**src/hdl/mbd_pkg.sv**
```systemverilog
// Shared types and constants of the multichannel boxcar decimator.
// No dependencies; used by mbd_rsp_if, the top level, the checker and the bench.
`timescale 1ns / 1ps
`default_nettype none

package mbd_pkg;

   localparam int REG_COUNT     = 8;
   localparam int WIN_BITS      = 7;
   localparam int WIN_MAX       = (1 << WIN_BITS) - 1;
   localparam int CH_FIELD_BITS = 3;
   localparam int REG_IDX_BITS  = 3;

   localparam logic [WIN_BITS-1:0] WINDOW_RESET [REG_COUNT] = '{
      7'd100, 7'd50, 7'd20, 7'd10, 7'd4, 7'd2, 7'd1, 7'd1
   };

   typedef enum logic [2:0] {
      SEQ_IDLE,
      SEQ_LOAD,
      SEQ_ADD,
      SEQ_CHECK,
      SEQ_DIV,
      SEQ_PUSH,
      SEQ_NEXT,
      SEQ_FLUSH
   } seq_state_type;

   typedef struct packed {
      logic take_frame;
      logic load_ch;
      logic clear_ch;
      logic add_step;
      logic commit;
      logic emit;
      logic push_out;
      logic pend_load;
      logic flush;
      logic next_ch;
   } seq_ctl_type;

endpackage

`default_nettype wire

```
**src/hdl/mbd_req_if.sv**
```systemverilog
// Request channel of the boxcar decimator: one frame of channel samples.
// Depends on nothing but its SAMPLE_BITS parameter.
`timescale 1ns / 1ps
`default_nettype none

interface mbd_req_if #(
   parameter int SAMPLE_BITS = 16
);
   logic                          valid;
   logic                          ready;
   logic signed [SAMPLE_BITS-1:0] sample_ch0;
   logic signed [SAMPLE_BITS-1:0] sample_ch1;
   logic signed [SAMPLE_BITS-1:0] sample_ch2;
   logic signed [SAMPLE_BITS-1:0] sample_ch3;
   logic signed [SAMPLE_BITS-1:0] sample_ch4;
   logic signed [SAMPLE_BITS-1:0] sample_ch5;
   logic signed [SAMPLE_BITS-1:0] sample_ch6;
   logic signed [SAMPLE_BITS-1:0] sample_ch7;

   modport source (
      output valid, sample_ch0, sample_ch1, sample_ch2, sample_ch3,
             sample_ch4, sample_ch5, sample_ch6, sample_ch7,
      input  ready
   );

   modport sink (
      input  valid, sample_ch0, sample_ch1, sample_ch2, sample_ch3,
             sample_ch4, sample_ch5, sample_ch6, sample_ch7,
      output ready
   );
endinterface

`default_nettype wire

```
**src/hdl/mbd_rsp_if.sv**
```systemverilog
// Response channel of the boxcar decimator: one channel average per transfer.
// Depends on mbd_pkg for the channel field width.
`timescale 1ns / 1ps
`default_nettype none

interface mbd_rsp_if #(
   parameter int SAMPLE_BITS = 16
);
   import mbd_pkg::*;

   logic                          valid;
   logic                          ready;
   logic [CH_FIELD_BITS-1:0]      channel;
   logic signed [SAMPLE_BITS-1:0] average;
   logic                          last;

   modport source (
      output valid, channel, average, last,
      input  ready
   );

   modport sink (
      input  valid, channel, average, last,
      output ready
   );
endinterface

`default_nettype wire

```
**src/hdl/mbd_serial_div.sv**
```systemverilog
// Restoring divider, one quotient bit per cycle.
// Standalone; used by the boxcar decimator top level.
`timescale 1ns / 1ps
`default_nettype none

module mbd_serial_div #(
   parameter int NUM_BITS = 24,
   parameter int DEN_BITS = 8
) (
   input  logic                clock,
   input  logic                reset,
   input  logic                start,
   input  logic [NUM_BITS-1:0] numer,
   input  logic [DEN_BITS-1:0] denom,
   output logic                done,
   output logic [NUM_BITS-1:0] quotient
);
   localparam int CNT_BITS = $clog2(NUM_BITS + 1);

   logic                busy_ff;
   logic [CNT_BITS-1:0] left_ff;
   logic [NUM_BITS-1:0] quo_ff;
   logic [DEN_BITS-1:0] rem_ff;
   logic [DEN_BITS-1:0] den_ff;
   logic [DEN_BITS:0]   rem_try;
   logic                fits;
   logic [DEN_BITS:0]   rem_in;

   // shift the next numerator bit into the partial remainder
   assign rem_try = {rem_ff, quo_ff[NUM_BITS-1]};
   assign fits    = rem_try >= {1'b0, den_ff};
   assign rem_in  = fits ? (rem_try - {1'b0, den_ff}) : rem_try;

   assign done     = busy_ff && (left_ff == '0);
   assign quotient = quo_ff;

   always_ff @(posedge clock) begin
      if (reset) begin
         busy_ff <= 1'b0;
         left_ff <= '0;
      end else if (start) begin
         busy_ff <= 1'b1;
         left_ff <= CNT_BITS'(NUM_BITS);
      end else if (done) begin
         busy_ff <= 1'b0;
      end else if (busy_ff) begin
         left_ff <= left_ff - CNT_BITS'(1);
      end
   end

   always_ff @(posedge clock) begin
      if (start) begin
         quo_ff <= numer;
         rem_ff <= '0;
         den_ff <= denom;
      end else if (busy_ff && (left_ff != '0)) begin
         quo_ff <= {quo_ff[NUM_BITS-2:0], fits};
         rem_ff <= rem_in[DEN_BITS-1:0];
      end
   end

endmodule

`default_nettype wire

```
**src/hdl/multichannel_boxcar_decimator.sv**
```systemverilog
// Multichannel boxcar-average decimator, top level.
// Depends on mbd_pkg, mbd_req_if, mbd_rsp_if and mbd_serial_div.
//
// Usage:
//   req_bus takes one frame per request: one signed sample for each channel.
//   rsp_bus returns one result per channel whose window completes in that
//   frame, in ascending channel order; last marks the final result of a frame.
//   csr_we/csr_index/csr_wdata write the per-channel window (0 disables);
//   write only while the block is idle.
// Datapath (A = SAMPLE_BITS + 7, N = A + 1):
//   Each channel is summed bit-serially through its A-bit accumulator shift
//   register, and an average comes from the shared restoring divider with an
//   N-bit numerator. A new request is taken once the previous frame has left
//   its last result in the output register.
// Reset: windows return to 100, 50, 20, 10, 4, 2, 1, 1; accumulators and
//   counts clear; the output register empties. No clearing pass is needed.
// Stall: results wait in the output register plus one pending slot; the
//   sequencer holds while both are full and the receiver stalls.
`timescale 1ns / 1ps
`default_nettype none

module multichannel_boxcar_decimator #(
   parameter int CHANNELS    = 8,
   parameter int MAX_WINDOW  = 100,
   parameter int SAMPLE_BITS = 16
) (
   input  logic                             clock,
   input  logic                             reset,
   mbd_req_if.sink                          req_bus,
   mbd_rsp_if.source                        rsp_bus,
   input  logic                             csr_we,
   input  logic [mbd_pkg::REG_IDX_BITS-1:0] csr_index,
   input  logic [mbd_pkg::WIN_BITS-1:0]     csr_wdata
);
   import mbd_pkg::*;

   // accumulator holds up to WIN_MAX samples; numerator is 2*|sum| + w
   localparam int ACC_BITS    = SAMPLE_BITS + WIN_BITS;
   localparam int NUM_BITS    = ACC_BITS + 1;
   localparam int DEN_BITS    = WIN_BITS + 1;
   localparam int CH_IDX_BITS = (CHANNELS > 1) ? $clog2(CHANNELS) : 1;
   localparam int STEP_BITS   = $clog2(ACC_BITS);
   localparam logic [WIN_BITS-1:0] WIN_CAP =
      WIN_BITS'((MAX_WINDOW > WIN_MAX) ? WIN_MAX : MAX_WINDOW);
   localparam logic [CH_IDX_BITS-1:0] LAST_CH = CH_IDX_BITS'(CHANNELS - 1);

   // configuration and per-channel state
   logic [WIN_BITS-1:0]    window_ff [CHANNELS];
   logic [ACC_BITS-1:0]    acc_ff    [CHANNELS];
   logic [WIN_BITS-1:0]    cnt_ff    [CHANNELS];
   logic [SAMPLE_BITS-1:0] sample_ff [CHANNELS];
   logic [SAMPLE_BITS-1:0] frame_w   [REG_COUNT];

   // sequencer
   seq_state_type          state_ff, state_in;
   seq_ctl_type            ctl;
   logic                   req_ready;
   logic [CH_IDX_BITS-1:0] ch_ff;
   logic [WIN_BITS-1:0]    weff_ff;

   // bit-serial adder
   logic [ACC_BITS-1:0]    acc_sh_ff;
   logic [SAMPLE_BITS-1:0] smp_sh_ff;
   logic                   carry_ff;
   logic [STEP_BITS-1:0]   step_ff;
   logic                   sum_bit;
   logic                   carry_in;

   // window check and divider hookup
   logic [WIN_BITS-1:0]    win_sel;
   logic [WIN_BITS-1:0]    win_eff;
   logic [WIN_BITS-1:0]    cnt_next;
   logic                   hits;
   logic [ACC_BITS-1:0]    mag_w;
   logic [NUM_BITS-1:0]    num_w;
   logic [DEN_BITS-1:0]    den_w;
   logic                   div_done;
   logic [NUM_BITS-1:0]    div_quot;
   logic [SAMPLE_BITS-1:0] q_low;
   logic [SAMPLE_BITS-1:0] avg_w;
   logic                   sign_ff;

   // pending result and output register
   logic                     pend_valid_ff;
   logic [CH_FIELD_BITS-1:0] pend_channel_ff;
   logic [SAMPLE_BITS-1:0]   pend_average_ff;
   logic                     rsp_valid_ff;
   logic [CH_FIELD_BITS-1:0] rsp_channel_ff;
   logic [SAMPLE_BITS-1:0]   rsp_average_ff;
   logic                     rsp_last_ff;
   logic                     out_free;

   always_comb begin
      frame_w[0] = req_bus.sample_ch0;
      frame_w[1] = req_bus.sample_ch1;
      frame_w[2] = req_bus.sample_ch2;
      frame_w[3] = req_bus.sample_ch3;
      frame_w[4] = req_bus.sample_ch4;
      frame_w[5] = req_bus.sample_ch5;
      frame_w[6] = req_bus.sample_ch6;
      frame_w[7] = req_bus.sample_ch7;
   end

   // oversized windows act as the cap
   assign win_sel = window_ff[ch_ff];
   assign win_eff = (win_sel > WIN_CAP) ? WIN_CAP : win_sel;

   // one full-adder bit per cycle, LSB first
   assign sum_bit  = acc_sh_ff[0] ^ smp_sh_ff[0] ^ carry_ff;
   assign carry_in = (acc_sh_ff[0] & smp_sh_ff[0]) | (acc_sh_ff[0] & carry_ff) |
                     (smp_sh_ff[0] & carry_ff);

   // count never wraps: it stays below the previous window before the add
   assign cnt_next = cnt_ff[ch_ff] + WIN_BITS'(1);
   assign hits     = cnt_next >= weff_ff;

   // round half away from zero: floor((2*|sum| + w) / (2*w)), sign restored
   assign mag_w = acc_sh_ff[ACC_BITS-1] ? ((~acc_sh_ff) + ACC_BITS'(1)) : acc_sh_ff;
   assign num_w = {mag_w, 1'b0} + NUM_BITS'(weff_ff);
   assign den_w = {weff_ff, 1'b0};
   assign q_low = div_quot[SAMPLE_BITS-1:0];
   assign avg_w = sign_ff ? ((~q_low) + SAMPLE_BITS'(1)) : q_low;

   assign out_free = !rsp_valid_ff || rsp_bus.ready;

   mbd_serial_div #(
      .NUM_BITS (NUM_BITS),
      .DEN_BITS (DEN_BITS)
   ) u_div (
      .clock    (clock),
      .reset    (reset),
      .start    (ctl.emit),
      .numer    (num_w),
      .denom    (den_w),
      .done     (div_done),
      .quotient (div_quot)
   );

   // sequencer: walk the channels of one frame, hold the newest result back
   // until the next one (or the frame end) tells whether it is the last
   always_ff @(posedge clock) begin
      if (reset) begin
         state_ff <= SEQ_IDLE;
      end else begin
         state_ff <= state_in;
      end
   end

   always_comb begin
      state_in  = state_ff;
      ctl       = '0;
      req_ready = 1'b0;
      case (state_ff)
         SEQ_IDLE: begin
            req_ready = 1'b1;
            if (req_bus.valid) begin
               ctl.take_frame = 1'b1;
               state_in       = SEQ_LOAD;
            end
         end
         SEQ_LOAD: begin
            // disabled channel: drop its partial window so a later enable starts fresh
            if (win_sel == '0) begin
               ctl.clear_ch = 1'b1;
               state_in     = SEQ_NEXT;
            end else begin
               ctl.load_ch = 1'b1;
               state_in    = SEQ_ADD;
            end
         end
         SEQ_ADD: begin
            ctl.add_step = 1'b1;
            if (step_ff == '0) begin
               state_in = SEQ_CHECK;
            end
         end
         SEQ_CHECK: begin
            if (hits) begin
               ctl.emit     = 1'b1;
               ctl.clear_ch = 1'b1;
               state_in     = SEQ_DIV;
            end else begin
               ctl.commit = 1'b1;
               state_in   = SEQ_NEXT;
            end
         end
         SEQ_DIV: begin
            if (div_done) begin
               state_in = SEQ_PUSH;
            end
         end
         SEQ_PUSH: begin
            if (!pend_valid_ff || out_free) begin
               ctl.push_out  = pend_valid_ff;
               ctl.pend_load = 1'b1;
               state_in      = SEQ_NEXT;
            end
         end
         SEQ_NEXT: begin
            if (ch_ff == LAST_CH) begin
               state_in = SEQ_FLUSH;
            end else begin
               ctl.next_ch = 1'b1;
               state_in    = SEQ_LOAD;
            end
         end
         SEQ_FLUSH: begin
            if (!pend_valid_ff) begin
               state_in = SEQ_IDLE;
            end else if (out_free) begin
               ctl.flush = 1'b1;
               state_in  = SEQ_IDLE;
            end
         end
         default: begin
            state_in = SEQ_IDLE;
         end
      endcase
   end

   // control state with reset
   always_ff @(posedge clock) begin
      if (reset) begin
         for (int i = 0; i < CHANNELS; i++) begin
            window_ff[i] <= WINDOW_RESET[i];
            acc_ff[i]    <= '0;
            cnt_ff[i]    <= '0;
         end
         pend_valid_ff <= 1'b0;
         rsp_valid_ff  <= 1'b0;
      end else begin
         // writes beyond the implemented channels are ignored
         if (csr_we && (int'(csr_index) < CHANNELS)) begin
            window_ff[csr_index[CH_IDX_BITS-1:0]] <= csr_wdata;
         end
         if (ctl.clear_ch) begin
            acc_ff[ch_ff] <= '0;
            cnt_ff[ch_ff] <= '0;
         end else if (ctl.commit) begin
            acc_ff[ch_ff] <= acc_sh_ff;
            cnt_ff[ch_ff] <= cnt_next;
         end
         if (ctl.pend_load) begin
            pend_valid_ff <= 1'b1;
         end else if (ctl.flush) begin
            pend_valid_ff <= 1'b0;
         end
         if (ctl.push_out || ctl.flush) begin
            rsp_valid_ff <= 1'b1;
         end else if (rsp_bus.ready) begin
            rsp_valid_ff <= 1'b0;
         end
      end
   end

   // datapath, no reset needed
   always_ff @(posedge clock) begin
      if (ctl.take_frame) begin
         for (int i = 0; i < CHANNELS; i++) begin
            sample_ff[i] <= frame_w[i];
         end
         ch_ff <= '0;
      end else if (ctl.next_ch) begin
         ch_ff <= ch_ff + CH_IDX_BITS'(1);
      end
      if (ctl.load_ch) begin
         weff_ff   <= win_eff;
         acc_sh_ff <= acc_ff[ch_ff];
         smp_sh_ff <= sample_ff[ch_ff];
         carry_ff  <= 1'b0;
         step_ff   <= STEP_BITS'(ACC_BITS - 1);
      end else if (ctl.add_step) begin
         // sign-extend the sample by replicating its top bit as it shifts out
         acc_sh_ff <= {sum_bit, acc_sh_ff[ACC_BITS-1:1]};
         smp_sh_ff <= {smp_sh_ff[SAMPLE_BITS-1], smp_sh_ff[SAMPLE_BITS-1:1]};
         carry_ff  <= carry_in;
         step_ff   <= step_ff - STEP_BITS'(1);
      end
      if (ctl.emit) begin
         sign_ff <= acc_sh_ff[ACC_BITS-1];
      end
      if (ctl.pend_load) begin
         pend_channel_ff <= CH_FIELD_BITS'(ch_ff);
         pend_average_ff <= avg_w;
      end
      if (ctl.push_out || ctl.flush) begin
         rsp_channel_ff <= pend_channel_ff;
         rsp_average_ff <= pend_average_ff;
         rsp_last_ff    <= ctl.flush;
      end
   end

   assign req_bus.ready   = req_ready;
   assign rsp_bus.valid   = rsp_valid_ff;
   assign rsp_bus.channel = rsp_channel_ff;
   assign rsp_bus.average = rsp_average_ff;
   assign rsp_bus.last    = rsp_last_ff;

endmodule

`default_nettype wire

```
**src/flat_wrapper.sv**
```systemverilog
// flat-port wrapper written by rule: the top's interface ports become plain ports
module multichannel_boxcar_decimator_flat import mbd_pkg::*;
#(
   parameter int CHANNELS    = 8,
   parameter int MAX_WINDOW  = 100,
   parameter int SAMPLE_BITS = 16
)
  (clock, reset, csr_we, csr_index, csr_wdata, req_bus_valid, req_bus_sample_ch0, req_bus_sample_ch1, req_bus_sample_ch2, req_bus_sample_ch3, req_bus_sample_ch4, req_bus_sample_ch5, req_bus_sample_ch6, req_bus_sample_ch7, req_bus_ready, rsp_bus_valid, rsp_bus_channel, rsp_bus_average, rsp_bus_last, rsp_bus_ready);
  mbd_req_if #(.SAMPLE_BITS(SAMPLE_BITS)) req_bus_i ();
  mbd_rsp_if #(.SAMPLE_BITS(SAMPLE_BITS)) rsp_bus_i ();
  input  logic clock;
  input  logic reset;
  input  logic csr_we;
  input  logic [mbd_pkg::REG_IDX_BITS-1:0] csr_index;
  input  logic [mbd_pkg::WIN_BITS-1:0] csr_wdata;
  input wire logic [$bits(req_bus_i.valid)-1:0] req_bus_valid;
  input wire logic [$bits(req_bus_i.sample_ch0)-1:0] req_bus_sample_ch0;
  input wire logic [$bits(req_bus_i.sample_ch1)-1:0] req_bus_sample_ch1;
  input wire logic [$bits(req_bus_i.sample_ch2)-1:0] req_bus_sample_ch2;
  input wire logic [$bits(req_bus_i.sample_ch3)-1:0] req_bus_sample_ch3;
  input wire logic [$bits(req_bus_i.sample_ch4)-1:0] req_bus_sample_ch4;
  input wire logic [$bits(req_bus_i.sample_ch5)-1:0] req_bus_sample_ch5;
  input wire logic [$bits(req_bus_i.sample_ch6)-1:0] req_bus_sample_ch6;
  input wire logic [$bits(req_bus_i.sample_ch7)-1:0] req_bus_sample_ch7;
  output wire logic [$bits(req_bus_i.ready)-1:0] req_bus_ready;
  output wire logic [$bits(rsp_bus_i.valid)-1:0] rsp_bus_valid;
  output wire logic [$bits(rsp_bus_i.channel)-1:0] rsp_bus_channel;
  output wire logic [$bits(rsp_bus_i.average)-1:0] rsp_bus_average;
  output wire logic [$bits(rsp_bus_i.last)-1:0] rsp_bus_last;
  input wire logic [$bits(rsp_bus_i.ready)-1:0] rsp_bus_ready;
  assign req_bus_i.valid = req_bus_valid;
  assign req_bus_i.sample_ch0 = req_bus_sample_ch0;
  assign req_bus_i.sample_ch1 = req_bus_sample_ch1;
  assign req_bus_i.sample_ch2 = req_bus_sample_ch2;
  assign req_bus_i.sample_ch3 = req_bus_sample_ch3;
  assign req_bus_i.sample_ch4 = req_bus_sample_ch4;
  assign req_bus_i.sample_ch5 = req_bus_sample_ch5;
  assign req_bus_i.sample_ch6 = req_bus_sample_ch6;
  assign req_bus_i.sample_ch7 = req_bus_sample_ch7;
  assign req_bus_ready = req_bus_i.ready;
  assign rsp_bus_valid = rsp_bus_i.valid;
  assign rsp_bus_channel = rsp_bus_i.channel;
  assign rsp_bus_average = rsp_bus_i.average;
  assign rsp_bus_last = rsp_bus_i.last;
  assign rsp_bus_i.ready = rsp_bus_ready;
  multichannel_boxcar_decimator #(.CHANNELS(CHANNELS), .MAX_WINDOW(MAX_WINDOW), .SAMPLE_BITS(SAMPLE_BITS)) u_core (.clock(clock), .reset(reset), .req_bus(req_bus_i), .rsp_bus(rsp_bus_i), .csr_we(csr_we), .csr_index(csr_index), .csr_wdata(csr_wdata));
endmodule
```
**config.mk**
```make
export PLATFORM = sky130hd
export DESIGN_NAME = multichannel_boxcar_decimator_flat
export DESIGN_NICKNAME = d
export VERILOG_FILES = /design/src/hdl/mbd_pkg.sv /design/src/hdl/mbd_req_if.sv /design/src/hdl/mbd_rsp_if.sv /design/src/hdl/mbd_serial_div.sv /design/src/hdl/multichannel_boxcar_decimator.sv /design/src/flat_wrapper.sv
export SDC_FILE = /design/constraint.sdc
export NUM_CORES = 1
export LEC_CHECK = 0
export BUFFER_PORTS_ARGS = -buffer_cell sky130_fd_sc_hd__buf_4
export CAP_MARGIN = 10
export CORE_ASPECT_RATIO = 0.7
export CORE_MARGIN = 2
export CORE_UTILIZATION = 65
export DETAILED_ROUTE_END_ITERATION = 10
export PLACE_DENSITY = 0.85
export SETUP_SLACK_MARGIN = 0.02
export SYNTH_ARGS = -nofsm -noshare
export SYNTH_HDL_FRONTEND = slang
export SYNTH_SLANG_ARGS = --single-unit
```
**constraint.sdc**
```tcl
create_clock -name clock -period 9.4 [get_ports clock]
set_clock_uncertainty 0.05 [all_clocks]
set_input_delay 0.94 -clock clock [delete_from_list [all_inputs] [get_ports clock]]
set_output_delay 0.94 -clock clock [all_outputs]
set_load 0.02 [all_outputs]
```
Yosys cells after proc, flatten, opt, wreduce, memory -nomap -nowiden
Memory sizes are Yosys's and may differ from the RTL's. A register that Yosys moved wholly into a read port is not among the register bits.
Index checks and enable logic that the tools add are counted.
- register bits after elaboration: 145
- RAM bits: 424
- input bits: 143
- output and inout bits: 22
- word-level logic and storage cells: 167
- memories kept: 4
- add/subtract/negate cells: 8
- order comparisons: 3
- eq/ne operators: 14
- muxes and demuxes: 79
- bitwise logic cells: 12
- reductions and logical operators: 25
- memory list (name ; words ; bits a word ; rd ports ; clocked after Yosys merged registers in ; wr ports ; RTL line ; text):
    u_core.acc_ff ; 8 ; 23 ; 1 ; 1 ; 8 ; multichannel_boxcar_decimator.sv:49 ; logic [ACC_BITS-1:0] acc_ff [CHANNELS];
    u_core.sample_ff ; 8 ; 16 ; 1 ; 1 ; 8 ; multichannel_boxcar_decimator.sv:51 ; logic [SAMPLE_BITS-1:0] sample_ff [CHANNELS];
    u_core.cnt_ff ; 8 ; 7 ; 1 ; 1 ; 8 ; multichannel_boxcar_decimator.sv:50 ; logic [WIN_BITS-1:0] cnt_ff [CHANNELS];
    u_core.window_ff ; 8 ; 7 ; 1 ; 1 ; 8 ; multichannel_boxcar_decimator.sv:48 ; logic [WIN_BITS-1:0] window_ff [CHANNELS];
- operators with widths (operator ; count):
    23-bit two-way mux ; 5
    3-bit two-way mux ; 19
    24-bit two-way mux ; 2
    1-bit two-way mux ; 37
    16-bit two-way mux ; 2
    24-bit by 7-bit adder with 24-bit output ; 1
    3-bit one-hot mux with 8 select lines ; 1
    23-bit by 1-bit adder with 23-bit output, second input constant ; 1
    23-bit NOT ; 1
    23-bit OR reduction ; 1
    7-bit two-way mux ; 3
    16-bit by 1-bit adder with 16-bit output, second input constant ; 1
    16-bit NOT ; 1
    3-bit equality test, second input constant ; 5
    15-bit two-way mux ; 1
    5-bit two-way mux ; 3
    7-bit OR reduction ; 2
    2-bit nonzero test ; 6
    5-bit zero test ; 2
    5-bit by 1-bit subtractor with 5-bit output, second input constant ; 2
    9-bit by 8-bit greater-or-equal comparator with 1-bit output ; 1
    2-bit two-way mux ; 4
    8-bit two-way mux ; 1
    2-bit by 1-bit inequality test with 1-bit output, second input constant ; 4
    other kinds (23) ; 35

Longest topological paths before layout
Gate-level depths: netlist of run 1.
- depth in word-level cells: 11
- depth in mapped cells: 18
- depth with buffers taken out: 14

Modules after synthesis
Synthesis of run 1 repeated with hierarchy kept, for this count alone.
- cells, all modules: 1826
- area total of the unflattened synthesis: 26481.6 µm²
- modules (own cells, without submodules) (module ; times used ; cells an instance ; area an instance (µm²) ; seq. area each (µm²)):
    multichannel_boxcar_decimator ; 1 ; 1630 ; 24130.6 ; 15655.0
    mbd_serial_div ; 1 ; 196 ; 2351.0 ; 1241.2

Least setup slack after synthesis of run 1
Ideal clock, no wire load.
- path type: register to register
- from: register u_core.state_ff[0]
- to: memory u_core.sample_ff[0][0] (enable)
- setup time: 0.539 ns
- arrival: 4.815 ns
- required time: 8.811 ns
- slack: 3.996 ns
- cell stages (with the launch flop): 5
- path buffers: 2
- clock period less this slack: 5.404 ns
- path through: dfxtp_1 -> clkbuf_1 -> nor3_1 -> and2_1 -> clkbuf_1
- RTL lines (element ; RTL line ; text):
    start, declared ; multichannel_boxcar_decimator.sv:55 ; seq_state_type state_ff, state_in;
    start signal, assigned ; multichannel_boxcar_decimator.sv:145 ; state_ff <= state_in;
    end, declared ; multichannel_boxcar_decimator.sv:51 ;

==> flow_summary_export.csv, run 1 <==
group,metric,value,unit
synth,synth-compound-area-share,0.0465,
synth,synth_common_cells,"541 x edfxtp_1, 289 x nor2_1, 138 x nand2_1, 106 x mux4_2, 83 x o21ai_0",
power_and_ir_drop,p_clk_frac,0.352,
clock_network,cts_hold_buffers,0,
synth,synth_mux_area_frac,0.118,
critical_path,path_class,"reg -> reg",
power_and_ir_drop,pwr-share-comb,0.119,
timing,slew_viol_final,0,
clock_network,htree_levels,2,
synth,netlist.area_leader.share,0.641,
critical_path,path_cells,"buf_4, mux4_2, mux2i_1, inv_1, ha_1, nor3b_1, nor3b_1, xnor2_1, ha_1, o211ai_1, o31ai_1, nand3_1, buf_4, nand2_1",
drt,dr.pass1.iters,5,
power_and_ir_drop,p_int,4.47,mW
clock_network,post_cts_buffers,0,
timing,rsz0062_at_grt,"false",
critical_path,cp_slowest_stage_delay,850,ps
job,max_cap_viol_count,0,
synth,synth_edf_count,541,
synth,ys.flop_type,"edfxtp_1",
power_and_ir_drop,p_per_area,207,nW/um2
clock_network,cts_tree,"done",
drt,dr.first_iter.drc_count,1900,
power_and_ir_drop,peakVddDrop,0.181,mV
synth,ys_warn_count,0,
critical_path,worstSetupEndpointType,"flop",
global_routing,antenna_found_initial,0,
critical_path,cp.buffers_inverters,3,
synth,yosys.area.top_type,"edfxtp_1",
global_routing,grt_max_degree,83,
drt,ant_nets,0,
floorplan,core,38400,um2
timing,max_slew_margin,0.240,
floorplan,start_util,0.659,
finish,antenna_cells,0,
timing,period_share,0.613,
floorplan,die_h,169,um
synth,syn_area,25300,um2
drt,wl_per_cell,23.6,um
global_routing,grt_pass1_vias,15699,
synth,postSynthNetCount,1933,
synth,synth_top_family_by_area,"multiplexers",
floorplan,num_io_pins,165,
drt,vias,15543,
place,dp_hpwl,35.3,mm
clock_network,clkLatencyLatePin,580,ps
place,gp_congestion,0.827,
synth,ys_ff_latch,572,
global_routing,grt_pass1_wl,89.2,mm
timing,max_clock_freq,0.174,GHz
timing,final-hold-violation-count,0,
synth,synth_area_per_cell,14.4,um2
critical_path,path_delay_family,"simple AND/OR/NAND/NOR gates",
synth,synth_fa_ha_area_frac,0.0162,
power_and_ir_drop,power,5.91,mW
timing,worst_slew_pin_slew,1130,ps
synth,synth_seq_area_share,0.665,
finish,fin_nets,2067,
power_and_ir_drop,swShare,0.244,
timing,period_needed,5760,ps
min_path,hold_path.class,"reg -> reg",
drt,drc,0,
clock_network,post_cts_resized,0,
timing,finalSetupViolations,0,
critical_path,critPathLaunchType,"flop",
power_and_ir_drop,p_sw,1.45,mW
floorplan,fp.dieW,240,um
floorplan,dieArea,40600,um2
drt,wl,58.0,mm
drt,viasPerCell,6.32,
synth,async_flop_share,0,
critical_path,crit_required,9550,ps
power_and_ir_drop,pwr-share-seq,0.529,
global_routing,grt.overflow.total,0,
timing,fin_tns_setup,0,ps
finish,fillCellCount,2296,
synth,netlist_instances,1759,
place,port_buffers,164,
clock_network,numClockSinks,572,
run_status,status,"finished, final reports clean",
global_routing,grt_usage,0.292,
synth,synth-simple-area-share,0.109,
critical_path,worstPathMaxFanout,58,
clock_network,cts_buffers,51,
clock_network,clkTransAtPathRegs,60,ps
finish,drive_gt1_frac,0.213,
critical_path,cp_data_arrival_time,5910,ps
synth,synth-xor-area-share,0.0203,
critical_path,crit_slowest_cell,"buf_4",
clock_network,cts_buffer_depth,3,
floorplan,num_rows,60,
power_and_ir_drop,p_leak,9.68,nW
finish,syn_to_final_growth,12.9,%
clock_network,clock-root-buffer,"clkbuf_16",
synth,ys_types,71,
synth,yosysMostFrequentCell,"edfxtp_1",
synth,yosys-top-cells-area,"edfxtp_1 64%, mux4_2 9.4%, nor2_1 4.3%",
cell usage in the layout (no fill, tap or decap), drive strengths merged, types with 39 or more instances in the layout:
master | synthesis | final
clkbuf | 62 | 64
mux4 | 106 | 106
nand2 | 138 | 138
inv | 37 | 39
mux2i | 56 | 56
and2 | 46 | 46
edfxtp | 541 | 541
buf | 44 | 188
nor2 | 289 | 289
o21ai | 83 | 83
xnor2 | 40 | 40
kinds of logic after synthesis:
family | after synthesis
simple gates | 608
mux | 165
fa+ha+maj | 31
xor+xnor | 58
flops | 572
buf+inv | 144
compound gates | 181
per-layer routing:
layer	wire length, um	track usage
met1	21900	0.410
met2	28800	0.475
met3	5970	0.0543
met4	1370	0.0864
met5	0	0
worst register-to-register path, cell delays in order, from the launching register on:
cell	delay (ps)
dfxtp_4	810
buf_4	850
mux4_2	370
mux2i_1	110
inv_1	130
ha_1	190
nor3b_1	300
nor3b_1	290
xnor2_1	140
ha_1	320
o211ai_1	100
o31ai_1	390
nand3_1	140
buf_4	300
nand2_1	860
power groups by stage:
stage	registers [mW]	clock network, mW	logic, mW
4_1_cts	3.12	2.10	0.701
5_1_grt	3.14	2.19	0.774
2_1_floorplan	3.11	0	0.519
3_3_place_gp	3.16	0	0.662
6_report	3.13	2.08	0.705
3_5_place_dp	3.17	0	0.693
area by class of cell:
class	instances	area, um2	area share
inverters	37	139	0.00485
well taps	527	659	0.0230
multi-input cells	1043	7880	0.275
clock inverters	30	278	0.00970
clock buffers	64	1380	0.0481
repair buffers	188	1420	0.0496
flip-flops and latches	572	16900	0.590
worst paths after layout:
| kind | start | end | slack (ps) | depth (start not counted) |
|---|---|---|---|---|
| min | u_core.pend_average_ff[3]$_DFFE_PP_ | u_core.rsp_bus.average[3]$_DFFE_PP_ | 370 | 0 |
| min reg2reg | u_core.pend_average_ff[3]$_DFFE_PP_ | u_core.rsp_bus.average[3]$_DFFE_PP_ | 370 | 0 |
| max reg2reg | flop | u_core.u_div.quotient[15]$_DFFE_PP_ | 3640 | 14 |
| max | flop | u_core.u_div.quotient[15]$_DFFE_PP_ | 3640 | 14 |
registers in the layout, indices dropped and copies added, names as in the netlist, named ones only:
register and count:
u_core.acc_ff 184, u_core.acc_sh_ff 23, u_core.carry_ff 1, u_core.ch_ff 3
u_core.cnt_ff 56, u_core.pend_average_ff 16, u_core.pend_channel_ff 3, u_core.pend_valid_ff 1
u_core.rsp_bus.average 16, u_core.rsp_bus.channel 3, u_core.rsp_bus.last 1, u_core.rsp_bus.valid 1
u_core.sample_ff 128, u_core.sign_ff 1, u_core.smp_sh_ff 16, u_core.state_ff 3
u_core.step_ff 5, u_core.u_div.busy_ff 1, u_core.u_div.den_ff 7, u_core.u_div.left_ff 5
u_core.u_div.quotient 24, u_core.u_div.rem_ff 8, u_core.weff_ff 7, u_core.window_ff 56
stage by stage:
step | hold WS, ps | instances | cell area [um2] | setup slack, ps | util
final | 368 | 2461 | 28600 | 3640 | 0.745
after global routing | 378 | 2461 | 28600 | 3260 | 0.745
after CTS | 370 | 2460 | 28600 | 3630 | 0.744
after detailed placement | 355 | 2366 | 27000 | 3640 | 0.701
after global placement | 356 | 2366 | 27000 | 3930 | 0.701
after floorplan | 350 | 1759 | 25300 | 4000 | -
No activity file was read; power rests on OpenSTA's default activity.
==> run 2, diff against run 1 <==
--- a/config.mk
+++ b/config.mk
@@ -9,9 +9,9 @@
 export CAP_MARGIN = 10
 export CORE_ASPECT_RATIO = 0.7
 export CORE_MARGIN = 2
-export CORE_UTILIZATION = 65
+export CORE_UTILIZATION = 55
 export DETAILED_ROUTE_END_ITERATION = 10
-export PLACE_DENSITY = 0.85
+export PLACE_DENSITY = 0.76
 export SETUP_SLACK_MARGIN = 0.02
 export SYNTH_ARGS = -nofsm -noshare
 export SYNTH_HDL_FRONTEND = slang
==> constraint.sdc (replaced) <==
create_clock -name clock -period 4.75 [get_ports clock]
set_clock_uncertainty 0.05 [all_clocks]
set_input_delay 0.475 -clock clock [delete_from_list [all_inputs] [get_ports clock]]
set_output_delay 0.475 -clock clock [all_outputs]
set_load 0.02 [all_outputs]
==> run 2 against run 1 <==
Setup slack lost 3200 ps. Clock-buffer cell count grew 1. Cell count rose by 8.4%. Critical path depth stayed put. Global-route usage shrank 3.3 points. Routed wire length rose by 6.3%. Sequential share of layout area decreased by 2.7 points. First-iteration DRC count is 6.2% lower. Register-to-register slack got worse by 3200 ps. Utilization down 8.3 points. Clock power grew 99%. Sequential cell count stayed put. Critical endpoint is now u_core.u_div.quotient[2]$_DFFE_PP_. Largest cell class unchanged. Largest power group unchanged.
==> flow_summary_export.csv, run 2 (synthesized netlist as in run 1, its figures left out) <==
group,metric,value,unit
finish,fin_cells,2667,
min_path,worstHoldStart,"req_bus_sample_ch2[2]",
critical_path,path_cells,"buf_4, mux4_2, mux2i_1, nor3b_1, nor3b_1, xnor2_1, ha_1, o211ai_1, o31ai_1, nand3_1, buf_12, inv_1, buf_4, o21ai_0",
min_path,hold_path.class,"in -> reg",
clock_network,clkTransAtPathRegs,60,ps
clock_network,cts_buffers,54,
floorplan,fp.dieW,261,um
power_and_ir_drop,peakVddDrop,0.310,mV
global_routing,grt_pass1_wl,93.4,mm
timing,finalSetupViolations,0,
floorplan,die_h,184,um
timing,period_needed,4350,ps
finish,antenna_cells,0,
place,pre_cts_slack,476,ps
timing,max_clock_freq,0.230,GHz
floorplan,dieArea,47800,um2
finish,drive_gt1_frac,0.203,
finish,utilization,0.662,
finish,final_common_cell,"edfxtp_1",
clock_network,clock-root-buffer,"clkbuf_16",
finish,fin_nets,2194,
drt,wl,61.7,mm
clock_network,cts_tree,"done",
finish,layout_common_cells,"541 x edfxtp_1, 288 x nor2_1, 199 x buf_4, 137 x nand2_1",
power_and_ir_drop,power,11.8,mW
power_and_ir_drop,p_per_area,395,nW/um2
critical_path,cp_data_arrival_time,4640,ps
global_routing,grt_pass1_vias,16071,
floorplan,num_rows,65,
critical_path,cp.buffers_inverters,4,
timing,final-hold-violation-count,0,
global_routing,grt_usage,0.259,
drt,drc,0,
timing,slew_viol_final,0,
critical_path,critPathLaunchType,"flop",
critical_path,path_class,"reg -> reg",
drt,dr.first_iter.drc_count,1783,
drt,wl_per_cell,23.1,um
run_status,status,"finished, final reports clean",
drt,dr.pass1.iters,6,
critical_path,worstSetupEndpointType,"flop",
clock_network,post_cts_resized,0,
clock_network,numClockSinks,572,
drt,viasPerCell,5.97,
job,max_cap_viol_count,0,
timing,setup_slack,395,ps
place,dp_cells,2461,
clock_network,clkLatencyLatePin,600,ps
critical_path,path_delay_family,"buffers and inverters",
global_routing,antenna_found_initial,1,
finish,top_register,"u_core.acc_ff",
critical_path,crit_required,5040,ps
finish,reg_top3,"u_core.acc_ff: 184 flops, u_core.sample_ff: 128 flops",
clock_network,post_cts_buffers,0,
critical_path,cp_slowest_stage_delay,580,ps
floorplan,start_util,0.560,
timing,max_slew_margin,0.210,
finish,syn_to_final_growth,18.3,%
critical_path,crit_slowest_cell,"mux4_2",
timing,fin_tns_setup,0,ps
place,port_buffers,164,
drt,ant_nets,0,
power_and_ir_drop,p_leak,10.2,nW
drt,vias,15933,
clock_network,htree_levels,2,
place,dp_hpwl,36.9,mm
global_routing,grt.overflow.total,0,
timing,period_share,0.917,
timing,worst_slew_pin_slew,1180,ps
floorplan,num_io_pins,165,
clock_network,cts_buffer_depth,3,
timing,rsz0062_at_grt,"false",
global_routing,grt_max_degree,82,
critical_path,worstPathMaxFanout,50,
place,gp_congestion,0.857,
floorplan,core,45300,um2
finish,largest_reg_flops,184,
-- run 2: cell count changes in the layout (fill, tap and decap cells not counted), moves of 3 or more --
cell | previous run | this run
or4b_1 | 0 | 3
or4b_2 | 4 | 1
dlygate4sd3_1 | 0 | 106
buf_12 | 0 | 7
buf_4 | 187 | 199
clkbuf_8 | 3 | 0
clkinv_1 | 13 | 19
or3_1 | 15 | 18
or3_2 | 3 | 0
-- run 2: layer usage --
| metal | vias up | global-route usage | share of wire |
|---|---|---|---|
| li1 | 7092 | - | - |
| met4 | 2 | 0.0640 | 0.018 |
| met3 | 97 | 0.0492 | 0.094 |
| met5 | - | 0 | 0.00013 |
| met1 | 7909 | 0.372 | 0.40 |
| met2 | 833 | 0.413 | 0.49 |
-- run 2: layout make-up --
type / count / area, um2
Sequential cell: 572 / 16900
Fill cell: 3052 / 15300
Multi-Input combinational cell: 1043 / 7870
Timing Repair Buffer: 312 / 2700
Clock buffer: 65 / 1390
Tap cell: 603 / 754
Clock inverter: 35 / 255
Inverter: 37 / 139
-- run 2: what timing repair did --
| action | in CTS | in global routing |
|---|---|---|
| hold buffers | 104 | 2 |
| endpoints found under the setup margin | 0 | 0 |
| hold endpoints to repair | 104 | 2 |
-- run 2: path summary, 6_finish.rpt --
kind	slack [ps]	end	depth (start not counted)
worst max-delay path	400	u_core.u_div.quotient[2]$_DFFE_PP_	14
worst max register to register	400	u_core.u_div.quotient[2]$_DFFE_PP_	14
worst min register to register	370	u_core.rsp_bus.average[3]$_DFFE_PP_	0
worst min-delay path	20	u_core.sample_ff[2][2]$_DFFE_PP_	1
-- run 2: metrics by stage --
stage | area, um2 | hold slack [ps]
floorplan | 25300 | 350
global placement | 27300 | 352
detailed placement | 27300 | 358
CTS | 30000 | 0.573
global route | 30000 | 0.819
finish | 30000 | 18.1
-- run 2: worst register-to-register path, delay by kind of cell (launching register included) --
kind | cells | cell delay, ps
AO/OA/AOI/OAI | 3 | 650
XOR/XNOR | 1 | 160
adder cells (fa/ha/maj) | 1 | 310
buffers and inverters | 4 | 1000
flip-flops | 1 | 460
multiplexers | 2 | 930
AND/OR/NAND/NOR | 3 | 530
-- run 2: report_power, final --
part           switching, mW  leakage [nW]  internal (mW)
registers              0.254          5.57           5.93
clock network           1.88         0.803           2.25
logic                  0.857          3.85          0.663
total                   3.00          10.2           8.85
